File: config.mk
export PLATFORM = sky130hd
export DESIGN_NAME = hysteresis_table_interpolator
export DESIGN_NICKNAME = d
export VERILOG_FILES = /design/src/rtl/hti_pkg.sv /design/src/rtl/hti_ram.sv /design/src/rtl/hysteresis_table_interpolator.sv
export SDC_FILE = /design/constraint.sdc
export NUM_CORES = 2
export LEC_CHECK = 0
export BUFFER_PORTS_ARGS = -buffer_cell sky130_fd_sc_hd__buf_2
export CORE_UTILIZATION = 40
export CTS_CLUSTER_DIAMETER = 120
export DETAILED_ROUTE_END_ITERATION = 8
export PLACE_DENSITY = 0.64
export REMOVE_ABC_BUFFERS = 1
export SYNTH_ARGS = -nofsm -noshare
export SYNTH_HDL_FRONTEND = slang
export SYNTH_SLANG_ARGS = --single-unit
export TNS_END_PERCENT = 10
File: constraint.sdc
create_clock -name clk_i -period 16.2 [get_ports clk_i]
set_input_delay 1.62 -clock clk_i [delete_from_list [all_inputs] [get_ports clk_i]]
set_output_delay 1.62 -clock clk_i [all_outputs]
set_load 0.01 [all_outputs]
File: src/rtl/hti_pkg.sv
// Types and constants of the hysteresis table interpolator.
`default_nettype none
package hti_pkg;

  localparam int VALUE_BITS = 16;
  localparam int WORD_BITS  = 3 * VALUE_BITS;

  localparam logic [1:0] FN_LOAD   = 2'd0;
  localparam logic [1:0] FN_LOOKUP = 2'd1;
  localparam logic [1:0] FN_CHECK  = 2'd2;

  localparam logic [1:0] MODE_ASC  = 2'd0;
  localparam logic [1:0] MODE_DESC = 2'd1;
  localparam logic [1:0] MODE_HYST = 2'd2;
  localparam logic [1:0] MODE_NONE = 2'd3;

  localparam logic [1:0] REG_LENGTH = 2'd0;
  localparam logic [1:0] REG_MODE   = 2'd1;
  localparam logic [1:0] REG_TDESC  = 2'd2;

  localparam logic [4:0] LENGTH_RESET = 5'd16;
  localparam int         MIN_LENGTH   = 3;

  typedef enum logic [2:0] {
    ST_IDLE,
    ST_CHECK,
    ST_READ,
    ST_EVAL,
    ST_MUL,
    ST_DIV,
    ST_DONE
  } state_e;

  typedef enum logic [2:0] {
    PH_FIRST,
    PH_LAST,
    PH_SEARCH,
    PH_SEG_LO,
    PH_SEG_HI
  } phase_e;

endpackage
`default_nettype wire

File: src/rtl/hti_ram.sv
// Generic single-port-write, registered-read RAM.
`default_nettype none
module hti_ram #(
  parameter int WIDTH = 8,
  parameter int DEPTH = 16,
  localparam int AW = $clog2(DEPTH)
) (
  input  wire logic             clk_i,
  input  wire logic             we_i,
  input  wire logic [AW-1:0]    waddr_i,
  input  wire logic [WIDTH-1:0] wdata_i,
  input  wire logic [AW-1:0]    raddr_i,
  output logic      [WIDTH-1:0] rdata_o
);

  logic [WIDTH-1:0] mem [DEPTH];

  always_ff @(posedge clk_i) begin
    if (we_i) begin
      mem[waddr_i] <= wdata_i;
    end
    rdata_o <= mem[raddr_i];
  end

endmodule
`default_nettype wire

File: src/rtl/hysteresis_table_interpolator.sv
// Breakpoint table interpolator with rise and fall curves (top level).
//
// Input stream: one beat per item; tuser carries the function (load, lookup,
// check), tdata the entry fields and the sample. Output stream: one beat per
// item; tdata is the result value, tuser the status and clamped flags.
// APB port: table_length, mode and target_descending at byte 0, 4, 8; a
// write to any of them clears the table's valid flag.
// The table sits in one RAM (index, rise, fall side by side), one read per
// cycle with a registered read; all work is serial around that port.
// Items are taken one at a time, tready is high only while idle.
// Steps: load, unknown function, a lookup with no valid table and a check
// with a bad table_length go straight to output; check reads each entry once;
// lookup reads and evaluates each probed entry (first, last, up to
// log2(table_length) search probes, two segment ends), then, unless it ends
// early, a multiply, a divide (one quotient bit a cycle) and the output step.
// The result sits in an output register; a new item is accepted while it
// waits. A finished result waits in its own state if the previous one has
// not been taken, and no further item is accepted then.
// Reset: registers as listed, table not valid; RAM contents undefined
// until loaded.
`default_nettype none
module hysteresis_table_interpolator
  import hti_pkg::*;
#(
  parameter int TABLE_DEPTH = 16
) (
  input  wire logic        clk_i,
  input  wire logic        rst_ni,
  input  wire logic        s_axis_tvalid,
  output logic             s_axis_tready,
  // [3:0] entry_index, [19:4] index_point, [35:20] rise_value,
  // [51:36] fall_value, [67:52] sample, [71:68] zero
  input  wire logic [71:0] s_axis_tdata,
  // [1:0] func
  input  wire logic [1:0]  s_axis_tuser,
  output logic             m_axis_tvalid,
  input  wire logic        m_axis_tready,
  // [15:0] result_value
  output logic [15:0]      m_axis_tdata,
  // [0] status, [1] clamped
  output logic [1:0]       m_axis_tuser,
  input  wire logic        psel,
  input  wire logic        penable,
  input  wire logic        pwrite,
  input  wire logic [3:0]  paddr,
  input  wire logic [31:0] pwdata,
  output logic [31:0]      prdata,
  output logic             pready
);

  localparam int AW = $clog2(TABLE_DEPTH);
  localparam int CW = $clog2(TABLE_DEPTH + 1);
  localparam int VB = VALUE_BITS;

  state_e st_q, st_d;
  phase_e ph_q, ph_d;

  logic [4:0] len_q;
  logic [1:0] mode_q;
  logic       tdesc_q;
  logic       valid_q, valid_d;
  logic [VB-1:0] prev_q, prev_d;

  logic [VB-1:0] x_q, x_d;
  logic          fall_q, fall_d;
  logic [CW-1:0] top_q, top_d, bot_q, bot_d, cur_q, cur_d, la_q, la_d;
  logic [VB-1:0] s0_q, s0_d, t0_q, t0_d, off_q, off_d, w_q, w_d, dt_q, dt_d;
  logic          dn_q, dn_d;
  logic [VB-1:0] rem_q, rem_d, quo_q, quo_d;
  logic [4:0]    dcnt_q, dcnt_d;

  logic [CW-1:0] cnt_q, cnt_d, rid_q, rid_d;
  logic          rv_q, rv_d;
  logic          iok_q, iok_d, rok_q, rok_d, fok_q, fok_d;
  logic [VB-1:0] idx0_q, idx0_d;
  logic [WORD_BITS-1:0] last_q, last_d;

  logic [VB-1:0] rv_val_q, rv_val_d;
  logic          rs_q, rs_d, rc_q, rc_d;
  logic          mv_q, mv_d;
  logic [15:0]   md_q, md_d;
  logic [1:0]    mu_q, mu_d;

  logic                 s_acc, cfg_wr, out_free, desc, len_bad;
  logic [1:0]           in_func;
  logic [3:0]           in_entry;
  logic [VB-1:0]        in_sample;
  logic                 ram_we;
  logic [AW-1:0]        ram_waddr, ram_raddr;
  logic [WORD_BITS-1:0] ram_wdata, rdata;
  logic [VB-1:0]        r_idx, r_rise, r_fall, r_t;
  logic                 below, above, hit;
  logic [CW-1:0]        top_n, bot_n, cur_n, bot_init;
  logic [CW:0]          mid_sum;
  logic                 last_read, ok_i, ok_r, ok_f;
  logic [VB:0]          trial;
  logic                 eval_done, eval_mul;

  assign s_axis_tready = (st_q == ST_IDLE);
  assign s_acc         = s_axis_tvalid & s_axis_tready;
  assign in_func       = s_axis_tuser;
  assign in_entry      = s_axis_tdata[3:0];
  assign in_sample     = s_axis_tdata[67:52];
  assign cfg_wr        = psel & penable & pwrite;
  assign pready        = 1'b1;
  assign out_free      = ~mv_q | m_axis_tready;
  assign desc          = (mode_q == MODE_DESC);
  assign len_bad       = (int'(len_q) < MIN_LENGTH) || (int'(len_q) > TABLE_DEPTH);
  assign bot_init      = CW'(len_q - 5'd1);

  // RAM: one word per entry, index in the low field, then rise, then fall
  assign ram_we    = s_acc && (in_func == FN_LOAD) && (int'(in_entry) < TABLE_DEPTH);
  assign ram_waddr = AW'(in_entry);
  assign ram_wdata = {s_axis_tdata[51:36], s_axis_tdata[35:20], s_axis_tdata[19:4]};
  assign ram_raddr = (st_q == ST_CHECK) ? cnt_q[AW-1:0] : la_q[AW-1:0];

  hti_ram #(
    .WIDTH(WORD_BITS),
    .DEPTH(TABLE_DEPTH)
  ) u_ram (
    .clk_i  (clk_i),
    .we_i   (ram_we),
    .waddr_i(ram_waddr),
    .wdata_i(ram_wdata),
    .raddr_i(ram_raddr),
    .rdata_o(rdata)
  );

  assign r_idx  = rdata[VB-1:0];
  assign r_rise = rdata[2*VB-1:VB];
  assign r_fall = rdata[3*VB-1:2*VB];
  assign r_t    = fall_q ? r_fall : r_rise;

  assign below = desc ? (x_q > r_idx) : (x_q < r_idx);
  assign above = desc ? (x_q < r_idx) : (x_q > r_idx);
  assign hit   = (x_q == r_idx);

  assign top_n   = above ? cur_q : top_q;
  assign bot_n   = above ? bot_q : cur_q;
  assign mid_sum = {1'b0, top_n} + {1'b0, bot_n};
  assign cur_n   = mid_sum[CW:1];

  // check sweep: compare the entry just read against the one before it
  assign last_read = rv_q && (rid_q == bot_init);
  assign ok_i = desc ? (last_q[VB-1:0] >= r_idx) : (last_q[VB-1:0] <= r_idx);
  assign ok_r = ((mode_q != MODE_HYST) && tdesc_q) ? (last_q[2*VB-1:VB] >= r_rise)
                                                   : (last_q[2*VB-1:VB] <= r_rise);
  assign ok_f = (mode_q != MODE_HYST) || (last_q[3*VB-1:2*VB] >= r_fall);

  assign trial = {rem_q, quo_q[VB-1]};

  always_comb begin
    eval_done = 1'b0;
    eval_mul  = 1'b0;
    unique case (ph_q)
      PH_FIRST:  eval_done = below;
      PH_LAST:   eval_done = above;
      PH_SEARCH: eval_done = hit;
      PH_SEG_LO: eval_done = 1'b0;
      PH_SEG_HI: begin
        eval_done = (r_idx == s0_q);
        eval_mul  = (r_idx != s0_q);
      end
      default: eval_done = 1'b0;
    endcase
  end

  // next state
  always_comb begin
    st_d = st_q;
    unique case (st_q)
      ST_IDLE: begin
        if (s_acc) begin
          if (in_func == FN_LOOKUP && valid_q) begin
            st_d = ST_READ;
          end else if (in_func == FN_CHECK && !len_bad) begin
            st_d = ST_CHECK;
          end else begin
            st_d = ST_DONE;
          end
        end
      end
      ST_CHECK: if (last_read) st_d = ST_DONE;
      ST_READ:  st_d = ST_EVAL;
      ST_EVAL: begin
        if (eval_done) begin
          st_d = ST_DONE;
        end else if (eval_mul) begin
          st_d = ST_MUL;
        end else begin
          st_d = ST_READ;
        end
      end
      ST_MUL:  st_d = ST_DIV;
      ST_DIV:  if (dcnt_q == 5'(VB - 1)) st_d = ST_DONE;
      ST_DONE: if (out_free) st_d = ST_IDLE;
      default: st_d = ST_IDLE;
    endcase
  end

  // datapath
  always_comb begin
    ph_d = ph_q;   valid_d = valid_q; prev_d = prev_q;
    x_d = x_q;     fall_d = fall_q;
    top_d = top_q; bot_d = bot_q; cur_d = cur_q; la_d = la_q;
    s0_d = s0_q;   t0_d = t0_q; off_d = off_q; w_d = w_q; dt_d = dt_q; dn_d = dn_q;
    rem_d = rem_q; quo_d = quo_q; dcnt_d = dcnt_q;
    cnt_d = cnt_q; rid_d = rid_q; rv_d = 1'b0;
    iok_d = iok_q; rok_d = rok_q; fok_d = fok_q; idx0_d = idx0_q; last_d = last_q;
    rv_val_d = rv_val_q; rs_d = rs_q; rc_d = rc_q;
    mv_d = mv_q & ~m_axis_tready; md_d = md_q; mu_d = mu_q;

    // of the APB writes, only one to a mapped register invalidates the table
    if (cfg_wr && ((paddr[3:2] == REG_LENGTH) || (paddr[3:2] == REG_MODE) ||
                   (paddr[3:2] == REG_TDESC))) begin
      valid_d = 1'b0;
    end

    unique case (st_q)
      ST_IDLE: begin
        if (s_acc) begin
          rv_val_d = '0;
          rs_d     = 1'b0;
          rc_d     = 1'b0;
          unique case (in_func)
            FN_LOAD: valid_d = 1'b0;
            FN_LOOKUP: begin
              if (valid_q) begin
                x_d    = in_sample;
                fall_d = (mode_q == MODE_HYST) && (prev_q > in_sample);
                prev_d = in_sample;
                top_d  = '0;
                bot_d  = bot_init;
                cur_d  = bot_init >> 1;
                la_d   = '0;
                ph_d   = PH_FIRST;
              end else begin
                rs_d = 1'b1;
              end
            end
            FN_CHECK: begin
              valid_d = 1'b0;
              rs_d    = len_bad;
              cnt_d   = '0;
              iok_d   = 1'b1;
              rok_d   = 1'b1;
              fok_d   = 1'b1;
            end
            default: rs_d = 1'b1;
          endcase
        end
      end
      ST_CHECK: begin
        if (int'(cnt_q) < int'(len_q)) begin
          rv_d  = 1'b1;
          rid_d = cnt_q;
          cnt_d = cnt_q + 1'b1;
        end
        if (rv_q) begin
          last_d = rdata;
          if (rid_q == '0) begin
            idx0_d = r_idx;
          end else begin
            iok_d = iok_q & ok_i;
            rok_d = rok_q & ok_r;
            fok_d = fok_q & ok_f;
          end
          if (last_read) begin
            if (iok_q & ok_i) prev_d = idx0_q;
            valid_d = iok_q & ok_i & rok_q & ok_r & fok_q & ok_f;
            rs_d    = ~(iok_q & ok_i & rok_q & ok_r & fok_q & ok_f);
          end
        end
      end
      ST_READ: ;
      ST_EVAL: begin
        unique case (ph_q)
          PH_FIRST: begin
            rv_val_d = r_t;
            rc_d     = below;
            la_d     = bot_q;
            ph_d     = PH_LAST;
          end
          PH_LAST: begin
            rv_val_d = r_t;
            rc_d     = above;
            la_d     = cur_q;
            ph_d     = (cur_q > top_q) ? PH_SEARCH : PH_SEG_LO;
          end
          PH_SEARCH: begin
            rv_val_d = r_t;
            top_d    = top_n;
            bot_d    = bot_n;
            cur_d    = cur_n;
            la_d     = cur_n;
            ph_d     = (cur_n > top_n) ? PH_SEARCH : PH_SEG_LO;
          end
          PH_SEG_LO: begin
            s0_d = r_idx;
            t0_d = r_t;
            la_d = cur_q + 1'b1;
            ph_d = PH_SEG_HI;
          end
          PH_SEG_HI: begin
            rv_val_d = t0_q;
            off_d    = desc ? (s0_q - x_q) : (x_q - s0_q);
            w_d      = desc ? (s0_q - r_idx) : (r_idx - s0_q);
            dn_d     = (r_t < t0_q);
            dt_d     = (r_t < t0_q) ? (t0_q - r_t) : (r_t - t0_q);
          end
          default: ;
        endcase
      end
      ST_MUL: begin
        // off <= w, so the high half is already below the divisor
        {rem_d, quo_d} = off_q * dt_q;
        dcnt_d         = '0;
      end
      ST_DIV: begin
        dcnt_d = dcnt_q + 5'd1;
        if (trial >= {1'b0, w_q}) begin
          rem_d = VB'(trial - {1'b0, w_q});
          quo_d = {quo_q[VB-2:0], 1'b1};
        end else begin
          rem_d = trial[VB-1:0];
          quo_d = {quo_q[VB-2:0], 1'b0};
        end
        if (dcnt_q == 5'(VB - 1)) begin
          // falling segment rounds the magnitude up so the result floors
          if (dn_q) begin
            rv_val_d = t0_q - quo_d - VB'(rem_d != '0);
          end else begin
            rv_val_d = t0_q + quo_d;
          end
        end
      end
      ST_DONE: begin
        if (out_free) begin
          mv_d = 1'b1;
          md_d = 16'(rv_val_q);
          mu_d = {rc_q, rs_q};
        end
      end
      default: ;
    endcase
  end

  always_ff @(posedge clk_i or negedge rst_ni) begin
    if (!rst_ni) begin
      st_q    <= ST_IDLE;
      ph_q    <= PH_FIRST;
      valid_q <= 1'b0;
      prev_q  <= '0;
      rv_q    <= 1'b0;
      mv_q    <= 1'b0;
      len_q   <= LENGTH_RESET;
      mode_q  <= MODE_ASC;
      tdesc_q <= 1'b0;
      dcnt_q  <= '0;
      cnt_q   <= '0;
    end else begin
      st_q    <= st_d;
      ph_q    <= ph_d;
      valid_q <= valid_d;
      prev_q  <= prev_d;
      rv_q    <= rv_d;
      mv_q    <= mv_d;
      dcnt_q  <= dcnt_d;
      cnt_q   <= cnt_d;
      if (cfg_wr) begin
        unique case (paddr[3:2])
          REG_LENGTH: len_q   <= pwdata[4:0];
          REG_MODE:   mode_q  <= (pwdata[1:0] == MODE_NONE) ? MODE_ASC : pwdata[1:0];
          REG_TDESC:  tdesc_q <= pwdata[0];
          default: ;
        endcase
      end
    end
  end

  always_ff @(posedge clk_i) begin
    x_q <= x_d;     fall_q <= fall_d;
    top_q <= top_d; bot_q <= bot_d; cur_q <= cur_d; la_q <= la_d;
    s0_q <= s0_d;   t0_q <= t0_d; off_q <= off_d; w_q <= w_d; dt_q <= dt_d; dn_q <= dn_d;
    rem_q <= rem_d; quo_q <= quo_d;
    rid_q <= rid_d;
    iok_q <= iok_d; rok_q <= rok_d; fok_q <= fok_d; idx0_q <= idx0_d; last_q <= last_d;
    rv_val_q <= rv_val_d; rs_q <= rs_d; rc_q <= rc_d;
    md_q <= md_d;   mu_q <= mu_d;
  end

  always_comb begin
    unique case (paddr[3:2])
      REG_LENGTH: prdata = {27'd0, len_q};
      REG_MODE:   prdata = {30'd0, mode_q};
      REG_TDESC:  prdata = {31'd0, tdesc_q};
      default:    prdata = '0;
    endcase
  end

  assign m_axis_tvalid = mv_q;
  assign m_axis_tdata  = md_q;
  assign m_axis_tuser  = mu_q;

endmodule
`default_nettype wire

# After elaboration in Yosys (flattened, before gate mapping)
# Memories as Yosys holds them, arrays and structs flattened. A register that Yosys moved wholly into a read port is not among the register bits.
# Index checks and enable logic that the tools add are counted.
# classes
n_mul	1
magnitude_cmp	15
muxes	103
reduce_logical	43
n_addsub	15
n_bitwise	15
n_eq_ne	38
# op_table
operator	n
two-way mux 16 bit	16
one-hot mux 16 bit (2 select lines)	4
subtractor 16 bit	8
two-way mux 5 bit	17
one-hot mux 5 bit (2 select lines)	5
>= comparator 16 bit	3
one-hot mux 16 bit (3 select lines)	1
two-way mux 3 bit	11
equality test 16 bit	2
> comparator 16 bit	2
<= comparator 16 bit	2
< comparator 16 bit	2
multiplier 16 x 16 -> 32 bit	1
two-way mux 1 bit	32
one-hot mux 3 bit (7 select lines)	1
AND reduction 4 bit	5
>= comparator 17 x 16 -> 1 bit	1
adder 16 bit	1
!= test 16 bit	1
one-hot mux 4 bit (4 select lines)	1
AND reduction 2 bit	8
nonzero test 16 bit	1
subtractor 16 x 1 -> 16 bit	1
one-hot mux 5 bit (3 select lines)	1
other kinds (44)	103
# totals
out_inout_bits	53
mem_count	1
regBits	300
in_bits	117
ram_bits	768
# memory_table
memory	depth	width	rd	rd_clocked_by_memory_dff	wr	line	text
u_ram.mem	16	48	1	1	1	hti_ram.sv:16	logic [WIDTH-1:0] mem [DEPTH];

# Depth between registers and ports, before layout
# logic_depth
ltp_word	11
depth_mapped	26

# Hierarchy
# From an unflattened synthesis, not the netlist that was laid out.
# unflattened
hier_cells	4420
hier_area_um2	59826.1
# by_module_without_submodules
module	n_inst	seq_area_each_um2	cells_each	area_each_um2
hysteresis_table_interpolator	1	8794.7	3178	30131.4
hti_ram	1	24023.0	1242	29694.7

# Worst setup path after synthesis
# OpenSTA, ideal clock, no wires.
# synth_path
path_type	flip-flop to flip-flop
start	register off_q[14]
end	register rem_q[15] (data pin)
path_stages_with_launch	24
period_less_slack_ns	6.345
setup_slack_ns	9.855
t_arrival_ns	6.085
path_cell_list	edfxtp_1 clkbuf_1 nand2_1 fa_1 inv_1 fa_1 inv_1 fa_1 inv_1 fa_1 inv_1 fa_1 fa_1 inv_1 ha_1 a41o_1 a21oi_2 nor2_1 nor4_2 o31ai_2 a31oi_4 o221ai_2 or4_1 nor3b_1
# synth_via
elab_chain_cells	2
# synth_rtl
element	line	text
start: declaration	hysteresis_table_interpolator.sv:67	logic [VB-1:0] s0_q, s0_d, t0_q, t0_d, off_q, off_d, w_q, w_d, dt_q, dt_d;
start signal: assignment	hysteresis_table_interpolator.sv:384	s0_q <= s0_d; t0_q <= t0_d; off_q <= off_d; w_q <= w_d; dt_q <= dt_d; dn_q <= dn_d;
multiplier 16 x 16 -> 32 bit	hysteresis_table_interpolator.sv:316	{rem_d, quo_d} = off_q * dt_q;
one-hot mux 16 bit (2 select lines)	hysteresis_table_interpolator.sv:219	unique case (st_q)
named net rem_d[15]	hysteresis_table_interpolator.sv:69	logic [VB-1:0] rem_q, rem_d, quo_q, quo_d;
end signal: assignment	hysteresis_table_interpolator.sv:385	rem_q <= rem_d; quo_q <= quo_d;
end: declaration	hysteresis_table_interpolator.sv:69	
# The timed path passes the listed nets, and every way through them passes these cells.
# A chain may end at the register's enable or synchronous reset.

# Worst setup path in the final report
# layout_path
start	register off_q[13]
end	register rem_q[15] (data pin)
# Same word-level chain as after synthesis.

==> summary.md <==
| Metric | Value |
|---|---|
| Worst setup EP type | `flip-flop` |
| Antenna Violating Nets Remaining | `0` |
| Number of cells after detailed placement | `7147` |
| Status | `finished clean` |
| Worst R2R End | `rem_q[15]` |
| Max Clk Rate | `141 MHz` |
| Worst reg2reg path depth | `22` |
| Post-CTS Setup Bufs | `0` |
| Final setup TNS | `0 ps` |
| Synthesis-to-finish area growth | `10.4%` |
| Initial antenna violation count | `23` |
| Regs by FF count | `u_ram.mem: 768 flops, last_q: 48 flops, u_ram.rdata_o: 48 flops` |
| Drt wl/cell | `19.6 um` |
| Crit path kind | `flip-flop to flip-flop` |
| Reg with most FFs | `u_ram.mem` |
| # hold bufs at CTS | `0` |
| Chip height | `392 um` |
| Post-synth ARST share | `0.0385` |
| Gr usage total | `0.188` |
| Mapped cell area | `60800 sq um` |
| Unrepaired setup endpoints after global routing | `false` |
| Die area | `154000 sq um` |
| Final instance area | `67200 sq um` |
| WHS Path Cells | `0` |
| Worst flop-to-flop path startpoint | `off_q[13]` |
| Placed inst area | `63400 sq um` |
| Io pins | `170` |
| Crit path largest cell delay | `790 ps` |
| Relative slew slack | `0.260` |
| Row count | `142` |
| Finished Layout Cells | `7372` |
| Sequential area share after synthesis | `0.540` |
| Largest net degree at the start of global routing | `201` |
| Synth Register Bits | `1116` |
| Worst-path cell chain | `nand2_1, fa_1, inv_1, fa_1, inv_1, fa_1, inv_1, fa_1, inv_1, fa_1, inv_1, fa_1, ha_1, a41o_1, a21oi_2, nor2_1, nor4_2, o31ai_2, a31oi_4, o221ai_2, or4_1, nor3b_1` |
| Ys flop type | `edfxtp_1` |
| Finished Core Util | `0.447` |
| Number of synthesized flops with an enable pin | `1025` |
| Initial Util | `0.405` |
| Final wirelength | `145 mm` |
| HP Start | `rv_val_q[5]` |
| CTS H-tree depth | `3` |
| Clock transition at path regs | `60 ps` |
| Clock Latency Late Sink | `770 ps` |
| Final Max Tran Viols | `0` |
| Crit path DAT | `7570 ps` |
| Drt pass-1 iters | `5` |
| CTS root buf | `clkbuf_16` |
| Share of cells above drive strength 1 | `0.0736` |
| CP required | `16670 ps` |
| R2R Setup Slk | `9100 ps` |
| GPL Wtd Cong | `0.899` |
| Startpoint Class | `flip-flop` |
| Ys Warns | `0` |
| DR vias | `39.2k` |
| Crit path top cell by count | `fa_1` |
| Vias per cell | `5.31` |
| Distinct cell type count after synthesis | `98` |
| Max Cap Violations | `0` |
| Setup violations, final | `0` |
| Initial drt markers | `2696` |
| Total gr overflow | `0` |
| Resized cells post-CTS | `0` |
| Final Hold Vio Count | `0` |
| CTS buffer count | `116` |
| Min-delay worst type | `flip-flop to flip-flop` |
| Nets | `5929` |
| CTS Sinks | `1116` |
| CP max stage cell | `edfxtp_1` |
| Filler cells | `13.7k` |
| Hold Crit Endpoint | `m_axis_tdata[5]` |
| TritonCTS clock tree | `built` |
| Core Area | `150000 sq um` |
| I/O Buffers | `108` |
| Cells after synthesis | `5232` |
| First-pass GRT wire length | `225 mm` |
| DRC Markers | `0` |
| Die Wd | `392 um` |
| Final min period | `7100 ps` |
| Avg Inst Size Synth | `11.6 sq um` |
| CTS Buffer Depth | `3` |
| Final period util | `0.439` |
| Worst-path maximum fanout | `16` |
| Tightest Pin Transition | `1100 ps` |
| Vias in the first global route | `39.2k` |
| Final setup skew | `53.8 ps` |
| Number of flip-flops in the largest register | `768` |
| Dpl hpwl | `92.5 mm` |
## synth_stat cells (all sizes together) (8+ instances only)
cell,n,share of area
mux2i,65,0.011
a311oi,99,0.014
o211ai,16,0.0020
o21ai,164,0.013
dfrtp,42,0.017
xor2,44,0.0063
nand2,731,0.045
o21bai,18,0.0022
buf,79,0.0077
a211oi,267,0.033
inv,487,0.030
nand3b,9,0.0011
or3,8,0.00082
a41oi,8,0.0012
nand2b,35,0.0036
nand4,28,0.0029
a21boi,13,0.0016
a21o,61,0.0075
o21a,18,0.0022
ha,358,0.074
o22ai,19,0.0020
and2,288,0.030
dfxtp,48,0.016
a31oi,115,0.012
nor4,10,0.0012
a21oi,249,0.021
edfxtp,1025,0.51
and3,13,0.0013
fa,205,0.067
o31ai,13,0.0019
nor3b,8,0.00099
nor2b,24,0.0025
nor2,160,0.0099
mux2,31,0.0057
nor3,45,0.0037
clkbuf,210,0.013
nand3,47,0.0039
xnor2,75,0.011
## worst max-delay path: cells and delay by family, from the launching register on
| family | cells | cell delay (ps) |
|---|---|---|
| flip-flops | 1 | 790 |
| adder cells (fa/ha/maj) | 7 | 3400 |
| AND/OR/NAND/NOR | 5 | 1290 |
| buffers and inverters | 5 | 280 |
| AO/OA/AOI/OAI | 5 | 1050 |
## how the worst max path moves through the flow
stage / startpoint / slack [ps] / depth (start not counted) / end
global route: rem_q[5] / 8820 / 25 / rv_val_q[14]
global placement: off_q[13] / 9150 / 22 / rem_q[15]
detailed placement: off_q[13] / 9190 / 22 / rem_q[15]
finish: off_q[13] / 9100 / 22 / rem_q[15]
floorplan: st_q[2] / -330 / 6 / u_ram.rdata_o[0]
CTS: off_q[13] / 9140 / 22 / rem_q[15]
## placed cells by master, fill, tap and decap left out, drive strengths merged, types with 75 or more instances in the layout
cell	count
buf	162
and2	288
xnor2	75
a211oi	267
clkbuf	169
a31oi	115
fa	205
a311oi	99
nand2	731
ha	358
nor2	160
inv	489
a21oi	249
o21ai	164
edfxtp	1025
## cell type report
cell class,instances,area (sq um),share of cell area
sequential,1116,32800,0.489
multi-input combinational,3364,25200,0.375
clock buffer,169,3220,0.0480
tap,2016,2520,0.0376
inverter,489,1840,0.0273
timing repair buffer,162,971,0.0145
clock inverter,51,578,0.00861
antenna,5,12.5,0.000186
## routing by layer
metal | vias to the layer above | global-route usage | routed length (um) | share of wire
met4 | 34 | 0.0519 | 3280 | 0.023
met3 | 245 | 0.0355 | 8020 | 0.055
met1 | 19336 | 0.245 | 63300 | 0.44
met2 | 845 | 0.319 | 69700 | 0.48
met5 | - | 0 | 211 | 0.0015
li1 | 18703 | - | - | -
## kinds of logic after synthesis
logic type / count (synthesis) / synth area share
and+or+nand+nor: 1423 / 0.109
AOI/OAI and AO/OA: 1135 / 0.126
DFF: 1116 / 0.540
buffers and inverters: 778 / 0.0508
adders and majority gates: 563 / 0.141
xor gates and xnor gates: 119 / 0.0171
muxes: 96 / 0.0166
other: 2 / 0.000123
## per-stage QoR
step	hold slack, ps	setup slack, ps
final	420	9100
after global placement	406	9150
after detailed placement	407	9190
after global routing	427	8820
after floorplan	400	-334
after CTS	422	9140
Power is not shown: default switching activity piles up to over one toggle a cycle in this logic, so the estimate is an artifact.
